File: src/rtl/core/srtf_pkg.sv
package srtf_pkg;

    // Default table geometry
    localparam int DEF_TABLE_ENTRIES = 16;
    localparam int DEF_MAX_HOPS      = 8;

    // Fixed field widths
    localparam int KEY_W  = 32;
    localparam int HOP_W  = 32;
    localparam int IDX_W  = 3;
    localparam int LEN_W  = 4;
    localparam int NH_W   = 4;
    localparam int KIND_W = 2;

    // Input item modes
    localparam logic MODE_PACKET = 1'b0;
    localparam logic MODE_UPDATE = 1'b1;

    // Result kinds
    localparam logic [KIND_W-1:0] KIND_WORD   = 2'd0;
    localparam logic [KIND_W-1:0] KIND_DECIDE = 2'd1;
    localparam logic [KIND_W-1:0] KIND_COMMIT = 2'd2;
    localparam logic [KIND_W-1:0] KIND_REJECT = 2'd3;

    // Header values written by a fresh lookup
    localparam logic [NH_W-1:0]  NH_AFTER_LOOKUP = 4'd1;
    localparam logic [NH_W-1:0]  NH_WORD         = 4'd2;
    localparam logic [LEN_W-1:0] PL_MISS         = 4'd1;

    typedef struct packed {
        logic              mode;
        logic [KEY_W-1:0]  dest_forwarder;
        logic [31:0]       final_dest_ip;
        logic [NH_W-1:0]   next_hop_in;
        logic [LEN_W-1:0]  path_length_in;
        logic [HOP_W-1:0]  carried_hop;
        logic [IDX_W-1:0]  hop_index;
        logic [LEN_W-1:0]  route_length;
    } t_in_word;

    typedef struct packed {
        logic [KIND_W-1:0] kind;
        logic [IDX_W-1:0]  word_index;
        logic [31:0]       word_value;
        logic [LEN_W-1:0]  path_length_out;
        logic [NH_W-1:0]   next_hop_out;
        logic              to_final;
        logic              hop_error;
        logic              last;
    } t_out_word;

    typedef enum logic [3:0] {
        ST_IDLE,
        ST_DISP,
        ST_SCAN,
        ST_UPD,
        ST_CSCAN,
        ST_ACK,
        ST_NAK,
        ST_EMIT,
        ST_MISS,
        ST_DEC
    } t_state;

    typedef enum logic [2:0] {
        RES_NONE,
        RES_WORD,
        RES_MISS,
        RES_DECIDE,
        RES_COMMIT,
        RES_REJECT
    } t_res_sel;

    // Controller to datapath
    typedef struct packed {
        logic     accept;
        logic     scan_start;
        logic     scan_run;
        logic     scan_inval;
        logic     set_slot;
        logic     upd;
        logic     lookup_set;
        logic     hop_first;
        logic     hop_emit;
        t_res_sel res_sel;
    } t_cmd;

    // Datapath to controller
    typedef struct packed {
        logic is_update;
        logic idx_zero;
        logic nh_zero;
        logic commit_pt;
        logic upd_ok;
        logic match_found;
        logic scan_end;
        logic hit_len_zero;
        logic last_word;
        logic out_free;
    } t_sts;

endpackage

File: src/rtl/core/srtf_ctrl.sv
module srtf_ctrl
    import srtf_pkg::*;
(
    input  logic i_clk,
    input  logic i_rst_n,
    input  logic i_in_valid,
    output logic o_in_ready,
    input  t_sts i_sts,
    output t_cmd o_cmd
);

    t_state r_state;
    t_state n_state;

    logic scan_done;
    assign scan_done = i_sts.match_found || i_sts.scan_end;

    // Hold state
    always_ff @(posedge i_clk) begin
        if (!i_rst_n) begin
            r_state <= ST_IDLE;
        end else begin
            r_state <= n_state;
        end
    end

    // Advance state
    always_comb begin
        n_state = r_state;
        case (r_state)
            ST_IDLE: begin
                if (i_in_valid) n_state = ST_DISP;
            end
            ST_DISP: begin
                if (i_sts.is_update) begin
                    n_state = i_sts.idx_zero ? ST_SCAN : ST_UPD;
                end else begin
                    n_state = i_sts.nh_zero ? ST_SCAN : ST_DEC;
                end
            end
            ST_SCAN: begin
                if (scan_done) begin
                    if (i_sts.is_update) begin
                        n_state = ST_UPD;
                    end else if (i_sts.match_found) begin
                        n_state = i_sts.hit_len_zero ? ST_DEC : ST_EMIT;
                    end else begin
                        n_state = ST_MISS;
                    end
                end
            end
            ST_UPD: begin
                if (i_sts.commit_pt) begin
                    n_state = i_sts.upd_ok ? ST_CSCAN : ST_NAK;
                end else begin
                    n_state = ST_IDLE;
                end
            end
            ST_CSCAN: begin
                if (i_sts.scan_end) n_state = ST_ACK;
            end
            ST_ACK, ST_NAK, ST_DEC: begin
                if (i_sts.out_free) n_state = ST_IDLE;
            end
            ST_EMIT: begin
                if (i_sts.out_free && i_sts.last_word) n_state = ST_DEC;
            end
            ST_MISS: begin
                if (i_sts.out_free) n_state = ST_DEC;
            end
            default: begin
                n_state = ST_IDLE;
            end
        endcase
    end

    // Drive commands
    always_comb begin
        o_cmd         = '0;
        o_cmd.res_sel = RES_NONE;
        o_in_ready    = 1'b0;
        case (r_state)
            ST_IDLE: begin
                o_in_ready   = 1'b1;
                o_cmd.accept = i_in_valid;
            end
            ST_DISP: begin
                o_cmd.scan_start = i_sts.is_update ? i_sts.idx_zero : i_sts.nh_zero;
            end
            ST_SCAN: begin
                if (scan_done) begin
                    o_cmd.set_slot   = i_sts.is_update;
                    o_cmd.lookup_set = !i_sts.is_update;
                    o_cmd.hop_first  = !i_sts.is_update && i_sts.match_found
                                       && !i_sts.hit_len_zero;
                end else begin
                    o_cmd.scan_run = 1'b1;
                end
            end
            ST_UPD: begin
                o_cmd.upd        = 1'b1;
                o_cmd.scan_start = i_sts.commit_pt && i_sts.upd_ok;
            end
            ST_CSCAN: begin
                o_cmd.scan_run   = !i_sts.scan_end;
                o_cmd.scan_inval = !i_sts.scan_end;
            end
            ST_ACK: begin
                if (i_sts.out_free) o_cmd.res_sel = RES_COMMIT;
            end
            ST_NAK: begin
                if (i_sts.out_free) o_cmd.res_sel = RES_REJECT;
            end
            ST_EMIT: begin
                if (i_sts.out_free) begin
                    o_cmd.hop_emit = 1'b1;
                    o_cmd.res_sel  = RES_WORD;
                end
            end
            ST_MISS: begin
                if (i_sts.out_free) o_cmd.res_sel = RES_MISS;
            end
            ST_DEC: begin
                if (i_sts.out_free) o_cmd.res_sel = RES_DECIDE;
            end
            default: begin
                o_in_ready = 1'b0;
            end
        endcase
    end

endmodule

File: config.mk
export PLATFORM = sky130hd
export DESIGN_NAME = srtf_ctrl
export DESIGN_NICKNAME = d
export VERILOG_FILES = /design/src/rtl/core/srtf_pkg.sv /design/src/rtl/core/srtf_ctrl.sv
export SDC_FILE = /design/constraint.sdc
export NUM_CORES = 1
export LEC_CHECK = 0
export ABC_CLOCK_PERIOD_IN_PS = 2100
export BUFFER_PORTS_ARGS = -buffer_cell sky130_fd_sc_hd__buf_4
export CAP_MARGIN = 20
export CORE_MARGIN = 3
export CORE_UTILIZATION = 30
export DETAILED_ROUTE_END_ITERATION = 12
export PLACE_DENSITY = 0.57
export SKIP_LAST_GASP = 1
export SLEW_MARGIN = 20
export SYNTH_ARGS = -nofsm -noshare
export SYNTH_HDL_FRONTEND = slang
export SYNTH_SLANG_ARGS = --single-unit
File: constraint.sdc
create_clock -name i_clk -period 2.1 [get_ports i_clk]
set_clock_uncertainty 0.05 [all_clocks]
set_input_delay 0.105 -clock i_clk [delete_from_list [all_inputs] [get_ports i_clk]]
set_output_delay 0.105 -clock i_clk [all_outputs]
set_load 0.02 [all_outputs]
Word level (Yosys, flattened, before mapping)

Index checks and enable logic that the tools add are counted.

Flip-flop bits (word level): 4
Input port bits: 13
Word-level logic and storage cells: 61

Equal/unequal tests: 15
Mux-type cells: 34
Reduce and logical (&&, ||, !) cells: 11

Operators with widths:

| kind                                                 | count |
|---|---|
| two-way mux 4 bit                                    | 12 |
| case mux 4 bit (8 select lines)                      | 1 |
| equality test 4 x 3 -> 1 bit (second input constant) | 4 |
| case mux 3 bit (5 select lines)                      | 1 |
| inequality test 2 bit (second input constant)        | 6 |
| two-way mux 1 bit                                    | 10 |
| two-way mux 2 bit                                    | 5 |
| two-way mux 3 bit                                    | 3 |
| equality test 4 x 2 -> 1 bit (second input constant) | 2 |
| equality test 4 bit (second input constant)          | 2 |
| AND reduction 6 bit                                  | 1 |
| equality test 4 x 1 -> 1 bit (second input constant) | 1 |
| logical AND 1 bit                                    | 4 |
| zero test 4 bit                                      | 1 |
| case mux 1 bit (2 select lines)                      | 2 |
| zero test 1 bit                                      | 3 |
| OR reduction 3 bit                                   | 1 |
| logical OR 1 bit                                     | 1 |

Depth between registers and ports, before layout

Gate-level depths: netlist of the first run.

Word-level depth: 5
Depth in mapped cells: 6

Worst setup path before layout of the first run

Ideal clock, no wire load.

Path kind: register -> register
Start: register r_state[1]
End: register r_state[1]
Setup time: 0.072 ns
Data arrival time: 1.842 ns
Required time: 1.978 ns
Setup slack: 0.136 ns
Cell stages (with the launch flop): 7
Buffers on the path: 2
Clock period less this slack: 1.964 ns
Cell sequence: dfxtp_1 buf_2 buf_2 nor4bb_1 and3b_1 o31ai_1 mux2i_1

Word-level cells in the longest chain between the ends: 4
Elaborated cells between the ends (all ways): 19

Ends and longest elaborated chain:

| item                                                                       | line            | source |
|---|---|---|
| start, declared                                                            | srtf_ctrl.sv:12 | `t_state r_state;` |
| start signal, assigned                                                     | srtf_ctrl.sv:23 | `r_state <= n_state;` |
| equality test 4 bit / equality test 4 x 3 -> 1 bit (equally long branches) | srtf_ctrl.sv:30 | `case (r_state)` |
| OR reduction 3 bit                                                         | srtf_ctrl.sv:30 |  |
| inequality test 2 bit (no source line)                                     | --              |  |
| AND reduction 6 bit (no source line)                                       | --              |  |

Several ways; a longest one is shown, not always the timed one.
A chain may end at the register's enable or synchronous reset.

Final worst setup path of the first run

Start: register r_state[2]
End: register r_state[1]

The elaborated chain is that of the path after synthesis.

==> impl_metrics.env, run 1 <==
export IMPL_headroom_to_the_max_slew_limit_pct=74.3
export IMPL_mappedNetlistNets=88
export IMPL_die_x_um=51.0
export IMPL_synth_top_flop_cell="sky130_fd_sc_hd__dfxtp_1"
export IMPL_reg_largest_list="r_state: 4 flops"
export IMPL_post_synth_edffs=0
export IMPL_synth_seq_area_share_pct=13.2
export IMPL_min_period_over_period_pct=91.9
export IMPL_path_buf_inv=1
export IMPL_grt_setup_unrepaired="false"
export IMPL_run_status="completed"
export IMPL_worst_path_max_fanout=11
export IMPL_htree_num_levels=1
export IMPL_cts_path_max_buffers=2
export IMPL_num_fill_cells=189
export IMPL_yosys_warnings=0
export IMPL_clkSlewWorstSetupHoldPaths_ns=0.04
export IMPL_gpl_final_weighted_congestion=0.776
export IMPL_aggregate_global_routing_overflow=0
export IMPL_max_ir_drop_vdd_v=0.000428
export IMPL_fp_coreArea_mm2=0.00182
export IMPL_sequence_of_cells_on_the_critical_path="buf_4 > or4bb_1 > a31oi_1 > or3_1 > mux2i_1"
export IMPL_setup_tns_ns=0
export IMPL_wl_met1_um=767
export IMPL_critical_path_max_stage_delay_ns=0.51
export IMPL_total_die_area_mm2=0.00260
export IMPL_synth_async_sr_flop_share_pct=0
export IMPL_holdCritPathClass="input port to flip-flop"
export IMPL_end_kind="flip-flop"
export IMPL_detailed_place_hpwl_um=1310
export IMPL_largest_register_ffs=4
export IMPL_p_leak_nw=0.383
export IMPL_yosysUniqueCellTypes=38
export IMPL_met3WireLength_um=87
export IMPL_required_worst_endpoint_ns=2.21
export IMPL_worst_setup_path_start_kind="flip-flop"
export IMPL_postSynthCellCount=75
export IMPL_cts_sink_count=4
export IMPL_via_count_of_the_first_global_routing_pass=640
export IMPL_post_cts_repair_setup_buffers=0
export IMPL_routed_via_count=676
export IMPL_final_count_of_negative_setup_slack_endpoints=0
export IMPL_synth_area_per_cell_um2=8.09
export IMPL_start_util_pct=33.3
export IMPL_synthesis_area_um2=607
export IMPL_clk_root_buffer_cell="sky130_fd_sc_hd__clkbuf_4"
export IMPL_count_of_nets_left_with_antenna_violations_after_detail_routing=0
export IMPL_drt_pass1_iterations=4
export IMPL_critical_path_arrival_ns=2.04
export IMPL_total_i_o_pin_count=26
export IMPL_layout_min_cycle_time_ns=1.93
export IMPL_grt_pass1_wl_um=2790
export IMPL_met2_wl_post_dr_um=811
export IMPL_final_max_slew_viol_count=0
export IMPL_initialDrtViolationCount=22
export IMPL_pin_count_of_the_biggest_net_entering_global_routing=15
export IMPL_insertion_delay_ns=0.23
export IMPL_synth_seq_cells=4
export IMPL_global_route_usage_total_pct=13.7
export IMPL_hold_viol_final=0
export IMPL_reported_max_cap_violation_count=0
export IMPL_fmax_mhz=518
export IMPL_yosys_top_cells_area="sky130_fd_sc_hd__dfxtp_1 (13%), sky130_fd_sc_hd__mux2i_1 (4.9%), sky130_fd_sc_hd__nor4bb_1 (4.9%)"
export IMPL_yosys_area_top_type_share_pct=13.2
export IMPL_synth_top_area_cell="sky130_fd_sc_hd__dfxtp_1"
export IMPL_drive_above_1_share_pct=41.6
export IMPL_drc=0
export IMPL_initial_antenna_violation_count=0
export IMPL_cpLargestDelayFamily="simple AND/OR/NAND/NOR gates"
export IMPL_dpl_cell_count=123
export IMPL_worst_slew_pin_transition_ns=0.379
export IMPL_critPathKind="flip-flop to flip-flop"
export IMPL_topRoutingLayerUsed="met3"
export IMPL_vias_per_cell=5.37
export IMPL_core_rowCount=15
export IMPL_holdWs_ns=0.0840
export IMPL_antennaDiodeCount=0
export IMPL_worst_path_max_delay_cell="sky130_fd_sc_hd__dfxtp_1"
export IMPL_tritoncts_num_buffers=3
export IMPL_power_density_mw_per_mm2=854
export IMPL_cts_tree="yes"
export IMPL_area_growth_syn_to_layout_pct=42.5
export IMPL_floorplan_die_height_um=51.0
export IMPL_nets=116
export IMPL_wl_per_cell_um=13.2
export IMPL_fin_cells=126
export IMPL_wire_length_reported_by_the_detailed_router_um=1670
export IMPL_largest_register="r_state"
export IMPL_port_buffers=25
[synth_stat cells, types with 3 or more instances]
library cell	number
sky130_fd_sc_hd__buf_2	4
sky130_fd_sc_hd__dfxtp_1	4
sky130_fd_sc_hd__mux2i_1	3
sky130_fd_sc_hd__nand2_1	5
sky130_fd_sc_hd__nor2_1	4
sky130_fd_sc_hd__nor3_1	3
sky130_fd_sc_hd__nor4b_1	3
sky130_fd_sc_hd__nor4bb_1	3
sky130_fd_sc_hd__o21ai_0	3
[worst paths after layout]
kind              cells past startpoint                      end  slack [ns]               startpoint
setup / recovery                      5  r_state[1]$_SDFFE_PN0P_        0.17  r_state[2]$_SDFFE_PN0P_
hold / removal                        2  r_state[3]$_SDFFE_PN0P_        0.08                  i_rst_n
setup reg to reg                      5  r_state[1]$_SDFFE_PN0P_        0.17  r_state[2]$_SDFFE_PN0P_
hold reg to reg                       2  r_state[2]$_SDFFE_PN0P_        0.55  r_state[2]$_SDFFE_PN0P_
[layout by cell type, fill, tap and decap left out, drive strengths merged, types with 2 or more instances in the layout]
cell type,netlist,final
a2111oi,2,2
a21oi,2,2
a31o,2,2
a31oi,2,2
and2,2,2
and3b,2,2
and4b,2,2
buf,6,31
clkbuf,2,3
dfxtp,4,4
inv,2,2
mux2i,3,3
nand2,5,5
nand2b,2,2
nor2,4,4
nor2b,2,2
nor3,3,3
nor4,2,2
nor4b,3,3
nor4bb,3,3
o21ai,3,3
or3b,2,2
or4,2,2
or4bb,2,2
[per-layer routing]
layer  global-route usage [%]  vias to the layer above
li1                         -                      343
met1                     18.2                      313
met2                     21.2                       20
met3                     2.62                        0
met4                     5.83                        0
met5                        0                        -
[per-stage QoR]
stage | setup WS, ns | power [mW] | utilization [%] | cell area (um2)
final | 0.170 | 0.738 | 47.5 | 865
after global routing | 0.00129 | 0.793 | 47.5 | 865
after CTS | 0.133 | 0.717 | 46.3 | 843
after detailed placement | 0.183 | 0.618 | 45.1 | 821
after global placement | 0.196 | 0.621 | 45.1 | 821
after floorplan | 0.136 | 0.475 | - | 607
[where the power goes]
group / internal, mW / switching, mW / leakage, nW
clock network: 0.0639 / 0.0309 / 0.0138
logic: 0.258 / 0.248 / 0.337
registers: 0.0971 / 0.0403 / 0.0327
total: 0.419 / 0.319 / 0.383
[what timing repair did]
| action | CTS | global route |
|---|---|---|
| hold buffers | 0 | 0 |
| endpoints found under the setup margin | 0 | 1 |
| gates resized for setup | 0 | 3 |
[cells by family (layout without fill, tap and decap cells)]
logic type / after synthesis / after routing / share of synthesized area [%]
AO/OA/AOI/OAI: 14 / 14 / 19.0
XOR/XNOR: 1 / 1 / 1.44
AND/OR/NAND/NOR: 43 / 43 / 52.0
multiplexers: 3 / 3 / 4.95
buffers and inverters: 10 / 36 / 9.49
flip-flops: 4 / 4 / 13.2
[final cells by class]
type | count | area [um2] | area share [%]
inverters | 2 | 7.51 | 0.868
clock buffers | 3 | 22.5 | 2.60
flip-flops and latches | 4 | 80.1 | 9.26
multi-input cells | 61 | 490 | 56.7
well taps | 25 | 31.3 | 3.62
repair buffers | 31 | 233 | 26.9
Power figures use the tool's default switching activity.
==> run 2: changes to the inputs <==
--- a/config.mk
+++ b/config.mk
@@ -8,9 +8,10 @@
 export ABC_CLOCK_PERIOD_IN_PS = 2100
 export BUFFER_PORTS_ARGS = -buffer_cell sky130_fd_sc_hd__buf_4
 export CAP_MARGIN = 20
-export CORE_MARGIN = 3
+export CORE_MARGIN = 1.5
 export CORE_UTILIZATION = 30
 export DETAILED_ROUTE_END_ITERATION = 12
+export MAX_ROUTING_LAYER = met4
 export PLACE_DENSITY = 0.57
 export SKIP_LAST_GASP = 1
 export SLEW_MARGIN = 20
==> run 2 against run 1 <==
Cell count is 0.79% higher; routed wire length is 8.0% higher; sequential power about the same; non-clock buffer count down 1; clock power increased by 8%; global-route usage rose by 3.5 points; hold slack better by 0.012 ns; design area shrank 2.3%; maximum frequency decreased by 1.5%.
==> impl_metrics.env, run 2 (synthesis results as in run 1) <==
export IMPL_run_status="completed"
export IMPL_global_route_usage_total_pct=17.2
export IMPL_headroom_to_the_max_slew_limit_pct=74.6
export IMPL_initialDrtViolationCount=17
export IMPL_die_x_um=48.0
export IMPL_clk_root_buffer_cell="sky130_fd_sc_hd__clkbuf_4"
export IMPL_fp_coreArea_mm2=0.00194
export IMPL_core_rowCount=16
export IMPL_clkSlewWorstSetupHoldPaths_ns=0.04
export IMPL_tritoncts_num_buffers=3
export IMPL_pin_count_of_the_biggest_net_entering_global_routing=18
export IMPL_multi_input_combinational_cell_area_um2=475
export IMPL_layout_min_cycle_time_ns=1.96
export IMPL_power_density_mw_per_mm2=865
export IMPL_fin_cells=127
export IMPL_mostFrequentLayoutCells="sky130_fd_sc_hd__buf_4 (30), sky130_fd_sc_hd__nand2_1 (5), sky130_fd_sc_hd__nor2_1 (4), sky130_fd_sc_hd__dfxtp_1 (4)"
export IMPL_reported_max_cap_violation_count=0
export IMPL_reg_largest_list="r_state: 4 flops"
export IMPL_htree_num_levels=1
export IMPL_largest_register_ffs=4
export IMPL_floorplan_die_height_um=48.0
export IMPL_insertion_delay_ns=0.24
export IMPL_worst_setup_path_start_kind="flip-flop"
export IMPL_aggregate_global_routing_overflow=0
export IMPL_critPathKind="flip-flop to primary output"
export IMPL_final_max_slew_viol_count=0
export IMPL_detailed_place_hpwl_um=1340
export IMPL_drive_above_1_share_pct=40.0
export IMPL_grt_pass1_wl_um=2700
export IMPL_count_of_nets_left_with_antenna_violations_after_detail_routing=0
export IMPL_min_period_over_period_pct=93.3
export IMPL_via_count_of_the_first_global_routing_pass=575
export IMPL_required_worst_endpoint_ns=1.95
export IMPL_holdCritPathClass="input port to flip-flop"
export IMPL_final_count_of_negative_setup_slack_endpoints=0
export IMPL_vias_per_cell=5.35
export IMPL_initial_antenna_violation_count=0
export IMPL_cts_sink_count=4
export IMPL_gpl_final_weighted_congestion=0.819
export IMPL_p_leak_nw=0.374
export IMPL_hold_viol_final=0
export IMPL_ff_latch_area_um2=80.1
export IMPL_cts_tree="yes"
export IMPL_antennaDiodeCount=0
export IMPL_port_buffers=25
export IMPL_most_common_cell_after_layout_fill_and_taps_aside="sky130_fd_sc_hd__buf_4"
export IMPL_largest_register="r_state"
export IMPL_wire_length_reported_by_the_detailed_router_um=1800
export IMPL_drt_pass1_iterations=4
export IMPL_total_die_area_mm2=0.00230
export IMPL_cts_path_max_buffers=2
export IMPL_routed_via_count=679
export IMPL_wl_per_cell_um=14.2
export IMPL_drc=0
export IMPL_post_cts_repair_setup_buffers=0
export IMPL_pre_cts_setup_slack_ns=0.214
export IMPL_critical_path_arrival_ns=1.81
export IMPL_total_i_o_pin_count=26
export IMPL_fmax_mhz=510
export IMPL_num_fill_cells=216
export IMPL_end_kind="primary output"
export IMPL_dpl_cell_count=124
export IMPL_worst_slew_pin_transition_ns=0.375
export IMPL_worst_path_max_fanout=14
export IMPL_nets=115
export IMPL_area_growth_syn_to_layout_pct=39.2
export IMPL_finalWorstSetupSlack_ns=0.140
export IMPL_start_util_pct=31.3
export IMPL_max_ir_drop_vdd_v=0.000473
-- run 2: cell count changes in the layout (fill, tap and decap cells not counted) --
cell                       previous run  this run
sky130_fd_sc_hd__nor4bb_4             1         0
sky130_fd_sc_hd__nor4bb_1             1         2
sky130_fd_sc_hd__buf_4               31        30
-- run 2: layout make-up --
type | instances | area share [%]
multi-input combinational | 61 | 56.3
timing repair buffer | 30 | 26.7
sequential | 4 | 9.48
tap | 27 | 4.00
clock buffer | 3 | 2.67
inverter | 2 | 0.889
-- run 2: routing by layer --
metal / routed length, um / GRT usage, % / vias up
met5: 0 / - / -
met3: 95 / 5.66 / 0
li1: - / - / 338
met4: 0 / 2.16 / 0
met1: 883 / 25.7 / 321
met2: 819 / 22.4 / 20
-- run 2: per-stage QoR --
step | TNS (ns) | instance area [um2] | total power, mW | hold slack (ns) | util (%)
global placement | 0 | 816 | 0.616 | 0.329 | 42.0
floorplan | 0 | 607 | 0.475 | 0.173 | -
detailed placement | 0 | 816 | 0.617 | 0.330 | 42.0
finish | 0 | 845 | 0.730 | 0.0958 | 43.5
CTS | 0 | 838 | 0.723 | 0.0871 | 43.2
global route | -0.00131 | 845 | 0.784 | 0.0939 | 43.5
-- run 2: critical path, cell delays in order (launching register included) --
cell	delay [ns]
sky130_fd_sc_hd__dfxtp_1	0.35
sky130_fd_sc_hd__buf_4	0.20
sky130_fd_sc_hd__nor2_1	0.22
sky130_fd_sc_hd__nor4bb_1	0.41
sky130_fd_sc_hd__o21ai_0	0.16
sky130_fd_sc_hd__nand2_1	0.09
sky130_fd_sc_hd__buf_4	0.13
-- run 2: final timing paths --
kind,from,to,slack (ns),cells past startpoint
setup / recovery,r_state[1]$_SDFFE_PN0P_,o_cmd[10],0.14,6
hold / removal,i_rst_n,r_state[3]$_SDFFE_PN0P_,0.1,2
setup reg to reg,r_state[1]$_SDFFE_PN0P_,r_state[0]$_SDFFE_PN0P_,0.15,5
hold reg to reg,r_state[1]$_SDFFE_PN0P_,r_state[1]$_SDFFE_PN0P_,0.68,3
-- run 2: repair_timing --
item                       4_1_cts  5_1_grt
hold buffers                     0        0
setup endpoints to repair        0        1
resized for setup                0        1
-- run 2: power by group --
group / total, mW / switching (mW) / internal [mW]
clock network: 0.102 / 0.0379 / 0.0644
logic: 0.490 / 0.251 / 0.239
registers: 0.139 / 0.0415 / 0.0970
==> run 3: changes to the inputs <==
==> constraint.sdc (replaced) <==
create_clock -name i_clk -period 2.1 [get_ports i_clk]
set_clock_uncertainty 0.05 [all_clocks]
set_input_delay 0.105 -clock i_clk [delete_from_list [all_inputs] [get_ports i_clk]]
set_output_delay 0.105 -clock i_clk [all_outputs]
set_load 0.1 [all_outputs]
==> run 3 against run 2 <==
Core utilization grew 6.6 points; hold slack worse by 0.023 ns; critical endpoint is now o_cmd[4]; highest routed layer is now met4; critical path type unchanged; combinational power rose by 64%.
==> impl_metrics.env, run 3 (synthesis results as in run 1) <==
export IMPL_tritoncts_num_buffers=3
export IMPL_gr_peak_layer="met1"
export IMPL_aggregate_global_routing_overflow=0
export IMPL_layout_min_cycle_time_ns=2.02
export IMPL_htree_num_levels=1
export IMPL_combPwrFrac_pct=74.7
export IMPL_port_buffers=25
export IMPL_antennaDiodeCount=0
export IMPL_worst_path_max_fanout=19
export IMPL_path_buf_inv=1
export IMPL_internal_power_mw=0.465
export IMPL_hold_viol_final=0
export IMPL_total_switching_power_mw=0.612
export IMPL_initial_antenna_violation_count=0
export IMPL_final_max_slew_viol_count=0
export IMPL_p_leak_nw=0.419
export IMPL_detailed_place_hpwl_um=1310
export IMPL_power_total_mw=1.08
export IMPL_cts_path_max_buffers=2
export IMPL_final_count_of_negative_setup_slack_endpoints=0
export IMPL_fmax_mhz=496
export IMPL_total_i_o_pin_count=26
export IMPL_wl_per_cell_um=12.9
export IMPL_end_kind="primary output"
export IMPL_r2r_worst_path_cells=4
export IMPL_via_count_of_the_first_global_routing_pass=539
export IMPL_critical_path_max_stage_delay_ns=0.58
export IMPL_drive_above_1_share_pct=52.4
export IMPL_reg_largest_list="r_state: 4 flops"
export IMPL_vias_per_cell=5.29
export IMPL_core_rowCount=16
export IMPL_mostFrequentLayoutCells="sky130_fd_sc_hd__buf_4 (32), sky130_fd_sc_hd__nor2_1 (4), sky130_fd_sc_hd__nand2_1 (4)"
export IMPL_area_growth_syn_to_layout_pct=60.4
export IMPL_min_period_over_period_pct=96.0
export IMPL_cpLargestDelayFamily="simple AND/OR/NAND/NOR gates"
export IMPL_hp_start="i_rst_n"
export IMPL_grt_util_met1_pct=23.8
export IMPL_power_density_mw_per_mm2=1110
export IMPL_insertion_delay_ns=0.24
export IMPL_floorplan_die_height_um=48.0
export IMPL_cts_tree="yes"
export IMPL_pin_count_of_the_biggest_net_entering_global_routing=20
export IMPL_worst_path_max_delay_cell="sky130_fd_sc_hd__or4b_4"
export IMPL_pwr_share_seq_pct=16.1
export IMPL_critical_path_arrival_ns=1.86
export IMPL_largest_register_ffs=4
export IMPL_largest_register="r_state"
export IMPL_grt_use_met3_pct=4.53
export IMPL_run_status="completed"
export IMPL_drt_pass1_iterations=4
export IMPL_cts_sink_count=4
export IMPL_met2_usage_pct=22.9
export IMPL_post_cts_repair_setup_buffers=0
export IMPL_total_die_area_mm2=0.00230
export IMPL_max_ir_drop_vdd_v=0.000542
export IMPL_fp_coreArea_mm2=0.00194
export IMPL_critPathKind="flip-flop to primary output"
export IMPL_worst_path_stages=3
export IMPL_headroom_to_the_max_slew_limit_pct=68.4
export IMPL_clkSlewWorstSetupHoldPaths_ns=0.04
export IMPL_reported_max_cap_violation_count=0
export IMPL_setup_worst_path_start="r_state[1]$_SDFFE_PN0P_"
export IMPL_switching_share_pct=56.8
export IMPL_worst_setup_path_start_kind="flip-flop"
export IMPL_clk_root_buffer_cell="sky130_fd_sc_hd__clkbuf_4"
export IMPL_most_common_cell_after_layout_fill_and_taps_aside="sky130_fd_sc_hd__buf_4"
export IMPL_initialDrtViolationCount=9
export IMPL_holdCritPathClass="input port to flip-flop"
export IMPL_worstHoldPathCells=2
export IMPL_nets=118
export IMPL_critical_path_reg2reg_startpoint="r_state[1]$_SDFFE_PN0P_"
export IMPL_sequence_of_cells_on_the_critical_path="or4b_4 > nor3_4 > buf_4"
export IMPL_worst_slew_pin_transition_ns=0.474
export IMPL_global_route_usage_total_pct=16.5
export IMPL_cts_hold_buffers=0
export IMPL_gpl_final_weighted_congestion=0.754
export IMPL_finalCoreUtilization_pct=50.1
export IMPL_power_frac_clock_pct=9.1
export IMPL_setup_reg_to_reg_worst_slack_ns=0.17
export IMPL_required_worst_endpoint_ns=1.95
export IMPL_wire_length_reported_by_the_detailed_router_um=1680
export IMPL_die_x_um=48.0
export IMPL_grt_pass1_wl_um=2560
export IMPL_drc=0
export IMPL_count_of_nets_left_with_antenna_violations_after_detail_routing=0
export IMPL_routed_via_count=688
export IMPL_start_util_pct=31.3
## run 3: cell types whose count changed in the layout (fill, tap and decap cells not counted), moves of 2 or more
| cell | delta |
|---|---|
| sky130_fd_sc_hd__nor3_4 | +3 |
| sky130_fd_sc_hd__nor4_1 | -2 |
| sky130_fd_sc_hd__nor4_4 | +2 |
| sky130_fd_sc_hd__nor4bb_4 | +2 |
| sky130_fd_sc_hd__buf_4 | +2 |
| sky130_fd_sc_hd__nor3_1 | -3 |
## run 3: worst paths after layout
check | end
setup / recovery | o_cmd[4]
hold / removal | r_state[3]$_SDFFE_PN0P_
setup reg to reg | r_state[3]$_SDFFE_PN0P_
hold reg to reg | r_state[1]$_SDFFE_PN0P_
## run 3: power groups by stage
stage,sequential [mW],combinational [mW],clock (mW)
5_1_grt,0.178,0.852,0.106
6_report,0.174,0.806,0.0984
4_1_cts,0.171,0.795,0.101
3_3_place_gp,0.170,0.790,0
2_1_floorplan,0.117,0.699,0
3_5_place_dp,0.172,0.789,0
## run 3: through the flow
step / hold slack [ns] / setup TNS, ns / cell area [um2] / std cells / setup WS [ns]
final: 0.0732 / 0 / 973 / 130 / 0.0842
after global routing: 0.0849 / -0.00414 / 973 / 130 / -0.00414
after CTS: 0.0677 / 0 / 961 / 130 / 0.0407
after detailed placement: 0.327 / 0 / 932 / 127 / 0.171
after global placement: 0.321 / 0 / 932 / 127 / 0.198
after floorplan: 0.173 / -2.80 / 707 / 75 / -0.519
## run 3: layer usage
metal / vias to the layer above / wire length, um
li1: 346 / -
met4: 0 / 11
met5: - / 0
met2: 18 / 752
met1: 322 / 836
met3: 2 / 75
## run 3: final cells by class
class | instances | area [um2]
tap | 27 | 33.8
timing repair buffer | 33 | 251
inverter | 2 | 7.51
fill | 195 | 968
clock buffer | 3 | 22.5
sequential | 4 | 81.3
multi-input combinational | 61 | 577
## run 3: timing repair
action | in CTS | in global routing
gates cloned | 0 | 0
endpoints found under the setup margin | 1 | 2
resized for setup | 1 | 2
